`src/design/assert_macros.svh`:
```
// ----------------------------------------------------------------------------
// assert_macros.svh
// concurrent assertion helpers clocked on clk, disabled while rst_n is low
// ----------------------------------------------------------------------------
`ifndef ASSERT_MACROS_SVH
`define ASSERT_MACROS_SVH

// pre must always be followed in the same cycle by post
`define FBTP_ASSERT_IMPLY(label, pre, post, msg) \
    label: assert property (@(posedge clk) disable iff (!rst_n) (pre) |-> (post)) \
        else $error(msg);

// cond must never hold
`define FBTP_ASSERT_NEVER(label, cond, msg) \
    label: assert property (@(posedge clk) disable iff (!rst_n) !(cond)) \
        else $error(msg);

`endif

```
`src/design/fbtp_pkg.sv`:
```
// ----------------------------------------------------------------------------
// fbtp_pkg
// shared types, constants and the character code map of the text packer
// ----------------------------------------------------------------------------
`default_nettype none

package fbtp_pkg;

    localparam int MAX_CHARS   = 4096;
    localparam int QUEUE_DEPTH = 4;
    localparam int BIT_COUNT_W = 15;
    localparam int CODE_W      = 5;
    localparam int BUF_W       = 12;

    localparam logic [7:0] CHAR_SPACE     = 8'd32;
    localparam logic [7:0] CHAR_COMMA     = 8'd44;
    localparam logic [7:0] CHAR_SEMICOLON = 8'd59;
    localparam logic [7:0] CHAR_PERIOD    = 8'd46;
    localparam logic [7:0] CHAR_COLON     = 8'd58;
    localparam logic [7:0] CHAR_BASE      = 8'd65;

    localparam logic [CODE_W-1:0] CODE_SPACE     = 5'd26;
    localparam logic [CODE_W-1:0] CODE_COMMA     = 5'd27;
    localparam logic [CODE_W-1:0] CODE_SEMICOLON = 5'd28;
    localparam logic [CODE_W-1:0] CODE_PERIOD    = 5'd29;
    localparam logic [CODE_W-1:0] CODE_COLON     = 5'd30;

    typedef struct packed {
        logic                   two;
        logic                   last;
        logic [7:0]             b0;
        logic [7:0]             b1;
        logic [BIT_COUNT_W-1:0] bit_count;
    } job_t;

    typedef struct packed {
        logic push;
        job_t job;
    } q_wr_t;

    typedef struct packed {
        logic full;
        logic empty;
    } q_stat_t;

    function automatic logic [CODE_W-1:0] code_of(input logic [7:0] c);
        logic [7:0] diff;
        diff = c - CHAR_BASE;
        unique case (c)
            CHAR_SPACE:     code_of = CODE_SPACE;
            CHAR_COMMA:     code_of = CODE_COMMA;
            CHAR_SEMICOLON: code_of = CODE_SEMICOLON;
            CHAR_PERIOD:    code_of = CODE_PERIOD;
            CHAR_COLON:     code_of = CODE_COLON;
            default:        code_of = diff[CODE_W-1:0];
        endcase
    endfunction

endpackage

`default_nettype wire

```
`src/design/fbtp_if.sv`:
```
// ----------------------------------------------------------------------------
// fbtp_if
// valid/ready channels for text characters in and packed bytes out
// ----------------------------------------------------------------------------
`default_nettype none

interface fbtp_in_if;
    logic       valid;
    logic       ready;
    logic [7:0] char_code;
    logic       is_last;

    modport source (output valid, output char_code, output is_last, input ready);
    modport sink   (input valid, input char_code, input is_last, output ready);
endinterface

interface fbtp_out_if;
    logic                             valid;
    logic                             ready;
    logic [7:0]                       packed_byte;
    logic                             last_byte;
    logic [fbtp_pkg::BIT_COUNT_W-1:0] bit_count;

    modport source (output valid, output packed_byte, output last_byte, output bit_count,
                    input ready);
    modport sink   (input valid, input packed_byte, input last_byte, input bit_count,
                    output ready);
endinterface

`default_nettype wire

```
`src/design/five_bit_text_packer_core.sv`:
```
// ----------------------------------------------------------------------------
// five_bit_text_packer_core
// packs text characters into bytes at five code bits per character
// ----------------------------------------------------------------------------
// One character item is accepted per clock cycle whenever the four-entry job
// queue between the packing front end and the byte output stage has room.
// Each item yields zero, one or two bytes; the output stage sends one byte
// per cycle while output ready is high, so an item whose leftover bits close
// a message yields two bytes. Since bytes average five eighths per character,
// a steady stream runs at one item per cycle with output ready held high. A
// completed byte goes through the job queue and then the output register.
// ----------------------------------------------------------------------------
`default_nettype none

`include "assert_macros.svh"

module five_bit_text_packer_core #(
    parameter int MAX_CHARS = fbtp_pkg::MAX_CHARS
) (
    input  logic       clk,
    input  logic       rst_n,
    fbtp_in_if.sink    text,
    fbtp_out_if.source pack
);

    fbtp_pkg::q_wr_t   q_wr;
    fbtp_pkg::q_stat_t q_stat;
    fbtp_pkg::job_t    head;
    logic              pop;
    logic              two_job_push;
    logic              inner_byte;

    fbtp_front #(
        .MAX_CHARS (MAX_CHARS)
    ) u_front (
        .clk    (clk),
        .rst_n  (rst_n),
        .text   (text),
        .q_stat (q_stat),
        .q_wr   (q_wr)
    );

    fbtp_queue u_queue (
        .clk    (clk),
        .rst_n  (rst_n),
        .q_wr   (q_wr),
        .pop    (pop),
        .q_stat (q_stat),
        .head   (head)
    );

    fbtp_back u_back (
        .clk    (clk),
        .rst_n  (rst_n),
        .q_stat (q_stat),
        .head   (head),
        .pop    (pop),
        .pack   (pack)
    );

    assign two_job_push = q_wr.push && q_wr.job.two;
    assign inner_byte   = pack.valid && !pack.last_byte;

    `FBTP_ASSERT_NEVER(a_queue_overflow, q_wr.push && q_stat.full && !pop, "job queue overflow")
    `FBTP_ASSERT_NEVER(a_queue_underflow, pop && q_stat.empty, "pop from empty job queue")
    `FBTP_ASSERT_IMPLY(a_last_job_nonempty, two_job_push, q_wr.job.last, "two-byte job not last")
    `FBTP_ASSERT_IMPLY(a_mid_byte_count, inner_byte, pack.bit_count == '0, "count on inner byte")

endmodule

`default_nettype wire

```
`src/design/fbtp_front.sv`:
```
// ----------------------------------------------------------------------------
// fbtp_front
// maps each character to its code, packs it into the bit buffer and queues
// the bytes that the item completes
// ----------------------------------------------------------------------------
`default_nettype none

module fbtp_front #(
    parameter int MAX_CHARS = fbtp_pkg::MAX_CHARS
) (
    input  logic              clk,
    input  logic              rst_n,
    fbtp_in_if.sink           text,
    input  fbtp_pkg::q_stat_t q_stat,
    output fbtp_pkg::q_wr_t   q_wr
);

    localparam int CountWidth = $clog2(MAX_CHARS + 1);
    localparam int ProdWidth  = (CountWidth + 3 > fbtp_pkg::BIT_COUNT_W) ?
                                CountWidth + 3 : fbtp_pkg::BIT_COUNT_W;

    logic [fbtp_pkg::BUF_W-1:0] buf_reg, buf_next;
    logic [2:0]                 pend_reg, pend_next;
    logic [CountWidth-1:0]      count_reg, count_next;

    logic                        accept;
    logic [fbtp_pkg::CODE_W-1:0] code;
    logic [fbtp_pkg::BUF_W-1:0]  merged;
    logic [fbtp_pkg::BUF_W-1:0]  rest_buf;
    logic [3:0]                  total;
    logic                        emit;
    logic [2:0]                  rest_pend;
    logic [CountWidth-1:0]       count_inc;
    logic [ProdWidth-1:0]        times5;

    assign text.ready = !q_stat.full;
    assign accept     = text.valid && text.ready;

    always_comb
    begin
        code      = fbtp_pkg::code_of(text.char_code);
        merged    = buf_reg | (fbtp_pkg::BUF_W'(code) << pend_reg);
        total     = {1'b0, pend_reg} + 4'd5;
        emit      = total[3];
        rest_pend = total[2:0];
        rest_buf  = emit ? {8'b0, merged[fbtp_pkg::BUF_W-1:8]} : merged;
        count_inc = (count_reg < CountWidth'(MAX_CHARS)) ? count_reg + 1'b1 : count_reg;
        times5    = (ProdWidth'(count_inc) << 2) + ProdWidth'(count_inc);

        q_wr.push          = accept && (emit || text.is_last);
        q_wr.job.two       = emit && text.is_last && (rest_pend != 3'd0);
        q_wr.job.last      = text.is_last;
        q_wr.job.b0        = merged[7:0];
        q_wr.job.b1        = rest_buf[7:0];
        q_wr.job.bit_count = text.is_last ? times5[fbtp_pkg::BIT_COUNT_W-1:0] : '0;

        buf_next   = buf_reg;
        pend_next  = pend_reg;
        count_next = count_reg;
        if (accept)
        begin
            if (text.is_last)
            begin
                buf_next   = '0;
                pend_next  = '0;
                count_next = '0;
            end
            else
            begin
                buf_next   = rest_buf;
                pend_next  = rest_pend;
                count_next = count_inc;
            end
        end
    end

    always_ff @(posedge clk or negedge rst_n)
    begin
        if (!rst_n)
        begin
            buf_reg   <= '0;
            pend_reg  <= '0;
            count_reg <= '0;
        end
        else
        begin
            buf_reg   <= buf_next;
            pend_reg  <= pend_next;
            count_reg <= count_next;
        end
    end

endmodule

`default_nettype wire

```
`src/design/fbtp_queue.sv`:
```
// ----------------------------------------------------------------------------
// fbtp_queue
// short first-in first-out queue of byte jobs between front and back
// ----------------------------------------------------------------------------
`default_nettype none

module fbtp_queue (
    input  logic              clk,
    input  logic              rst_n,
    input  fbtp_pkg::q_wr_t   q_wr,
    input  logic              pop,
    output fbtp_pkg::q_stat_t q_stat,
    output fbtp_pkg::job_t    head
);

    localparam int Depth     = fbtp_pkg::QUEUE_DEPTH;
    localparam int PtrWidth  = $clog2(Depth);
    localparam int FillWidth = $clog2(Depth + 1);

    fbtp_pkg::job_t        slots [Depth];
    logic [PtrWidth-1:0]   wr_ptr_reg, wr_ptr_next;
    logic [PtrWidth-1:0]   rd_ptr_reg, rd_ptr_next;
    logic [FillWidth-1:0]  fill_reg, fill_next;

    always_comb
    begin
        q_stat.full  = (fill_reg == FillWidth'(Depth));
        q_stat.empty = (fill_reg == '0);
        head         = slots[rd_ptr_reg];

        wr_ptr_next = wr_ptr_reg;
        rd_ptr_next = rd_ptr_reg;
        fill_next   = fill_reg;
        if (q_wr.push)
        begin
            wr_ptr_next = (wr_ptr_reg == PtrWidth'(Depth - 1)) ? '0 : wr_ptr_reg + 1'b1;
        end
        if (pop)
        begin
            rd_ptr_next = (rd_ptr_reg == PtrWidth'(Depth - 1)) ? '0 : rd_ptr_reg + 1'b1;
        end
        if (q_wr.push && !pop)
        begin
            fill_next = fill_reg + 1'b1;
        end
        else if (pop && !q_wr.push)
        begin
            fill_next = fill_reg - 1'b1;
        end
    end

    always_ff @(posedge clk)
    begin
        if (q_wr.push)
        begin
            slots[wr_ptr_reg] <= q_wr.job;
        end
    end

    always_ff @(posedge clk or negedge rst_n)
    begin
        if (!rst_n)
        begin
            wr_ptr_reg <= '0;
            rd_ptr_reg <= '0;
            fill_reg   <= '0;
        end
        else
        begin
            wr_ptr_reg <= wr_ptr_next;
            rd_ptr_reg <= rd_ptr_next;
            fill_reg   <= fill_next;
        end
    end

endmodule

`default_nettype wire

```
`src/design/fbtp_back.sv`:
```
// ----------------------------------------------------------------------------
// fbtp_back
// takes jobs from the queue and sends their bytes out one per cycle, unless
// the output stalls, through an output register
// ----------------------------------------------------------------------------
`default_nettype none

module fbtp_back (
    input  logic              clk,
    input  logic              rst_n,
    input  fbtp_pkg::q_stat_t q_stat,
    input  fbtp_pkg::job_t    head,
    output logic              pop,
    fbtp_out_if.source        pack
);

    logic                             sel_reg, sel_next;
    logic                             valid_reg, valid_next;
    logic [7:0]                       byte_reg, byte_next;
    logic                             last_reg, last_next;
    logic [fbtp_pkg::BIT_COUNT_W-1:0] count_reg, count_next;

    logic load;
    logic first_half;

    assign pack.valid       = valid_reg;
    assign pack.packed_byte = byte_reg;
    assign pack.last_byte   = last_reg;
    assign pack.bit_count   = count_reg;

    always_comb
    begin
        load       = !q_stat.empty && (!valid_reg || pack.ready);
        first_half = head.two && !sel_reg;
        pop        = load && !first_half;

        sel_next   = sel_reg;
        valid_next = valid_reg;
        byte_next  = byte_reg;
        last_next  = last_reg;
        count_next = count_reg;
        if (load)
        begin
            valid_next = 1'b1;
            if (first_half)
            begin
                sel_next   = 1'b1;
                byte_next  = head.b0;
                last_next  = 1'b0;
                count_next = '0;
            end
            else
            begin
                sel_next   = 1'b0;
                byte_next  = sel_reg ? head.b1 : head.b0;
                last_next  = head.last;
                count_next = head.bit_count;
            end
        end
        else if (pack.ready)
        begin
            valid_next = 1'b0;
        end
    end

    always_ff @(posedge clk or negedge rst_n)
    begin
        if (!rst_n)
        begin
            sel_reg   <= 1'b0;
            valid_reg <= 1'b0;
        end
        else
        begin
            sel_reg   <= sel_next;
            valid_reg <= valid_next;
        end
    end

    always_ff @(posedge clk)
    begin
        byte_reg  <= byte_next;
        last_reg  <= last_next;
        count_reg <= count_next;
    end

endmodule

`default_nettype wire

```
`src/flat_wrapper.sv`:
```
// flat-port wrapper written by rule: the top's interface ports become plain ports
module five_bit_text_packer_core_flat 
#(
    parameter int MAX_CHARS = fbtp_pkg::MAX_CHARS
)
  (clk, rst_n, text_valid, text_char_code, text_is_last, text_ready, pack_valid, pack_packed_byte, pack_last_byte, pack_bit_count, pack_ready);
  fbtp_in_if text_i ();
  fbtp_out_if pack_i ();
  input  logic clk;
  input  logic rst_n;
  input wire logic [$bits(text_i.valid)-1:0] text_valid;
  input wire logic [$bits(text_i.char_code)-1:0] text_char_code;
  input wire logic [$bits(text_i.is_last)-1:0] text_is_last;
  output wire logic [$bits(text_i.ready)-1:0] text_ready;
  output wire logic [$bits(pack_i.valid)-1:0] pack_valid;
  output wire logic [$bits(pack_i.packed_byte)-1:0] pack_packed_byte;
  output wire logic [$bits(pack_i.last_byte)-1:0] pack_last_byte;
  output wire logic [$bits(pack_i.bit_count)-1:0] pack_bit_count;
  input wire logic [$bits(pack_i.ready)-1:0] pack_ready;
  assign text_i.valid = text_valid;
  assign text_i.char_code = text_char_code;
  assign text_i.is_last = text_is_last;
  assign text_ready = text_i.ready;
  assign pack_valid = pack_i.valid;
  assign pack_packed_byte = pack_i.packed_byte;
  assign pack_last_byte = pack_i.last_byte;
  assign pack_bit_count = pack_i.bit_count;
  assign pack_i.ready = pack_ready;
  five_bit_text_packer_core #(.MAX_CHARS(MAX_CHARS)) u_core (.clk(clk), .rst_n(rst_n), .text(text_i), .pack(pack_i));
endmodule
```
`config.mk`:
```
export PLATFORM = sky130hd
export DESIGN_NAME = five_bit_text_packer_core_flat
export DESIGN_NICKNAME = d
export VERILOG_FILES = /design/src/design/fbtp_pkg.sv /design/src/design/fbtp_if.sv /design/src/design/five_bit_text_packer_core.sv /design/src/design/fbtp_front.sv /design/src/design/fbtp_queue.sv /design/src/design/fbtp_back.sv /design/src/flat_wrapper.sv
export VERILOG_INCLUDE_DIRS = /design/src /design/src/design
export SDC_FILE = /design/constraint.sdc
export NUM_CORES = 1
export LEC_CHECK = 0
export BUFFER_PORTS_ARGS = -buffer_cell sky130_fd_sc_hd__buf_2
export CORE_MARGIN = 2
export CORE_UTILIZATION = 56
export CTS_CLUSTER_DIAMETER = 100
export DETAILED_ROUTE_END_ITERATION = 16
export GPL_TIMING_DRIVEN = 0
export PLACE_DENSITY = 0.78
export SLEW_MARGIN = 20
export SYNTH_ARGS = -nofsm -noshare
export SYNTH_HDL_FRONTEND = slang
export SYNTH_SLANG_ARGS = --single-unit
```
`constraint.sdc`:
```
create_clock -name clk -period 3 [get_ports clk]
set_input_delay 0.3 -clock clk [delete_from_list [all_inputs] [get_ports clk]]
set_output_delay 0.3 -clock clk [all_outputs]
set_load 0.01 [all_outputs]
```
==> impl_metrics.csv <==
group,metric,value,unit
floorplan,pin_count,39,
power_and_ir_drop,switching_share,32.3,%
status,status,"finished, violations left",
route,postRouteAntennaNets,0,
power_and_ir_drop,p_int,6.88,mW
route,drt_iter0_drc,727,
cells_and_area,num_antenna_cells,0,
route,num_vias,5978,
timing,slew_headroom,30.6,%
timing,min_period_over_period,107,%
setup_path,r2r-end,"u_core.u_queue.slots[3][10]$_DFFE_PP_",
global_route,overflow,0,
power_and_ir_drop,p_leak,4.03,nW
cells_and_area,final_net_count,761,
worst_hold_path,hp-class,"in2reg",
setup_path,max_stage_delay,0.39,ns
cts,clk_latency,0.44,ns
floorplan,rows,46,
logic_synthesis,synth_edf_count,156,
timing,rsz0062_at_grt,"yes",
timing,fin_skew,0.0106,ns
power_and_ir_drop,p_comb_share,35.1,%
logic_synthesis,synth.cell_area,9000,um^2
timing,slew_violations,0,
cts,cts_sinks,193,
logic_synthesis,syn-num-nets,660,
power_and_ir_drop,p_per_area,936,nW/um^2
job,max_cap_viol_count,0,
logic_synthesis,synth_ff_type,"edfxtp_1",
global_route,grt_max_degree,38,
floorplan,core-area,15800,um^2
cts,cts_buffer_depth,2,
setup_path,rrSetupSlack,-0.22,ns
route,first_pass_iters,6,
cells_and_area,area_delta_synth_final,20.6,%
timing,hold_viol_final,0,
timing,finalSetupViolations,24,
floorplan,initial_core_util,56.9,%
timing,finalWorstSetupSlack,-0.222,ns
cells_and_area,multi_input_area,3520,um^2
global_route,antenna_found_initial,0,
cts,path_clk_slew,0.07,ns
power_and_ir_drop,p_sw,3.29,mW
logic_synthesis,synth-seq-cells,193,
timing,finalSetupTns,-2.98,ns
route,via_per_inst,6.29,
cells_and_area,largest_reg_flops,132,
setup_path,worst-setup-path-type,"reg2reg",
floorplan,die-area,17100,um^2
floorplan,die_w,131,um
setup_path,rr_startpoint,"u_core.u_front.count_reg[12]$_DFFE_PN0P_",
setup_path,crit_arrival,3.47,ns
setup_path,cp-start-kind,"flip-flop",
logic_synthesis,syn_area_per_cell,14.5,um^2
place,pre_cts_ws,-0.432,ns
worst_hold_path,hold_path_end,"u_core.u_back.pack.valid$_DFFE_PN0P_",
setup_path,crit_path_end_kind,"flip-flop",
timing,period_minus_slack,3.22,ns
place,gp_congestion,0.930,
logic_synthesis,yosysWarnings,0,
worst_hold_path,min_path_cells,2,
global_route,grt_first_pass_wirelength,31.2,mm
place,dpl.hpwl,12.4,mm
cells_and_area,fill_cells,1001,
floorplan,die_y,131,um
timing,tightest_slew,1.03,ns
route,wl_per_cell,21.9,um
global_route,grt_use_total,24.6,%
route,wirelength,20.9,mm
setup_path,r2r_cells,11,
logic_synthesis,syn_inst,621,
logic_synthesis,ys_seq_area_share,62.3,%
global_route,grt_pass1_vias,5830,
setup_path,crit_chain,"nand3b_1 > nor2_2 > nand4_1 > xnor2_2 > buf_4 > ha_1 > or2_2 > o2111a_2 > o21a_1 > buf_6 > nor3_4",
worst_hold_path,worstHoldStart,"pack_ready",
setup_path,worstPathRequired,3.25,ns
status,violations,"negative setup slack",
logic_synthesis,async_flop_share,19.2,%
cts,htree_levels,4,
logic_synthesis,synth_cell_type_count,71,
cts,clock-root-buffer,"clkbuf_16",
cts,cts_buffers,17,
setup_path,path_max_fanout,4,
power_and_ir_drop,power_frac_seq,41.1,%
timing,max_freq,310,MHz
place,port_buffers,37,
cells_and_area,drive_gt1_share,32.4,%
power_and_ir_drop,vdd_drop_max,549,uV
cells_and_area,seqCellArea,5620,um^2
setup_path,crit_slowest_cell,"dfrtp_1",
cts,tritoncts,"built",
power_and_ir_drop,clkPwrFrac,23.8,%
route,drc_errors,0,
stage by stage:
step	util [%]	total power [mW]	cell area (um^2)	std cells	hold WS (ns)
2_1_floorplan	-	6.42	9010	621	0.00441
3_3_place_gp	59.8	7.18	9460	874	0.447
3_5_place_dp	60.6	7.45	9580	879	0.464
4_1_cts	66.8	10.0	10600	933	0.0468
5_1_grt	68.6	10.6	10900	951	0.0766
6_report	68.6	10.2	10900	951	0.0520
cell usage in the layout, fill, tap and decap left out, drive strengths merged, types with 4 or more instances in the layout:
| master | netlist | layout |
|---|---|---|
| xor2 | 6 | 6 |
| inv | 17 | 21 |
| nand3 | 9 | 9 |
| mux2 | 11 | 11 |
| a41oi | 5 | 5 |
| and2 | 14 | 14 |
| o21a | 7 | 7 |
| clkinv | 3 | 10 |
| nand2 | 41 | 41 |
| bufinv | 0 | 4 |
| xnor2 | 15 | 15 |
| o31ai | 5 | 5 |
| a31oi | 6 | 6 |
| dfrtp | 37 | 37 |
| mux4 | 33 | 33 |
| mux2i | 5 | 5 |
| a22o | 4 | 4 |
| or3 | 6 | 6 |
| clkbuf | 17 | 32 |
| nor3 | 15 | 15 |
| a211oi | 5 | 5 |
| ha | 24 | 24 |
| nand2b | 4 | 4 |
| o21ai | 26 | 26 |
| a21o | 5 | 5 |
| buf | 12 | 95 |
| nor3b | 5 | 5 |
| nor2 | 28 | 28 |
| and4b | 4 | 4 |
| nor2b | 23 | 23 |
| o211ai | 7 | 7 |
| edfxtp | 156 | 156 |
| a21oi | 17 | 17 |
cells in the mapped netlist (7+ instances only):
cell type  instances  area share [%]
a21oi_1           17            0.94
and2_1            14            0.97
buf_2              8            0.44
clkbuf_1          17            0.71
dfrtp_1           37              10
edfxtp_1         156              52
ha_1              24             3.3
inv_1             17            0.71
mux2_2            11             1.4
mux4_2            33             8.3
nand2_1           41             1.7
nand3_1            8            0.44
nor2_1            27             1.1
nor2b_1           23             1.6
nor3_1            15            0.83
o21a_1             7            0.58
o21ai_0           24             1.3
xnor2_1           15             1.5
power by group through the flow:
stage               sequential, mW  combinational (mW)  clock [mW]
CTS                           4.17                3.42        2.43
finish                        4.18                3.56        2.42
global placement              4.18                3.00           0
detailed placement            4.21                3.24           0
floorplan                     4.26                2.16           0
global route                  4.24                3.87        2.53
cell families after synthesis:
logic type                 synth area share, %
buffers and inverters                     2.20
and+or+nand+nor                           10.2
AOI/OAI and AO/OA                         9.32
muxes                                     10.2
xor gates and xnor gates                  2.04
adders and majority gates                 3.78
DFF                                       62.3
worst max path at each step:
stage,start,end,slack (ns),cells after the start
6_report,u_core.u_front.count_reg[12]$_DFFE_PN0P_,u_core.u_queue.slots[3][10]$_DFFE_PP_,-0.22,11
3_3_place_gp,u_core.u_front.pend_reg[2]$_DFFE_PN0P_,u_core.u_queue.slots[3][14]$_DFFE_PP_,-0.73,6
4_1_cts,u_core.u_front.count_reg[12]$_DFFE_PN0P_,u_core.u_queue.slots[3][10]$_DFFE_PP_,0.0002,11
2_1_floorplan,u_core.u_front.count_reg[0]$_DFFE_PN0P_,u_core.u_queue.slots[0][10]$_DFFE_PP_,0.14,10
3_5_place_dp,u_core.u_front.count_reg[0]$_DFFE_PN0P_,u_core.u_queue.slots[3][10]$_DFFE_PP_,-0.43,10
5_1_grt,u_core.u_front.count_reg[12]$_DFFE_PN0P_,u_core.u_queue.slots[0][10]$_DFFE_PP_,-0.27,11
layer usage:
metal  routed length [um]  global-route usage [%]
met1                 8280                    32.5
met2                10400                    40.0
met3                 1380                    4.07
met4                  780                    12.4
met5                    0                       0
final cells by class:
type / count / share of cell area [%]
sequential: 193 / 51.7
multi-input combinational: 379 / 32.4
timing repair buffer: 85 / 5.73
clock buffer: 17 / 3.92
tap: 216 / 2.49
clock inverter: 15 / 1.90
buffer: 26 / 1.12
inverter: 20 / 0.703
repair_timing:
action	CTS	global route
buffers inserted	23	19
hold buffers	1	0
setup endpoints to repair	138	34
pin swaps	12	21
resized for setup	36	32
hold endpoints to repair	13	0
worst max-delay path, delay by kind of cell (launching register included):
kind / cells / cell delay (ns)
adder cells (fa/ha/maj): 1 / 0.25
AO/OA/AOI/OAI: 2 / 0.53
flip-flops: 1 / 0.39
buffers and inverters: 2 / 0.29
XOR/XNOR: 1 / 0.24
AND/OR/NAND/NOR: 5 / 1.33
No activity file was read; power rests on OpenSTA's default activity.
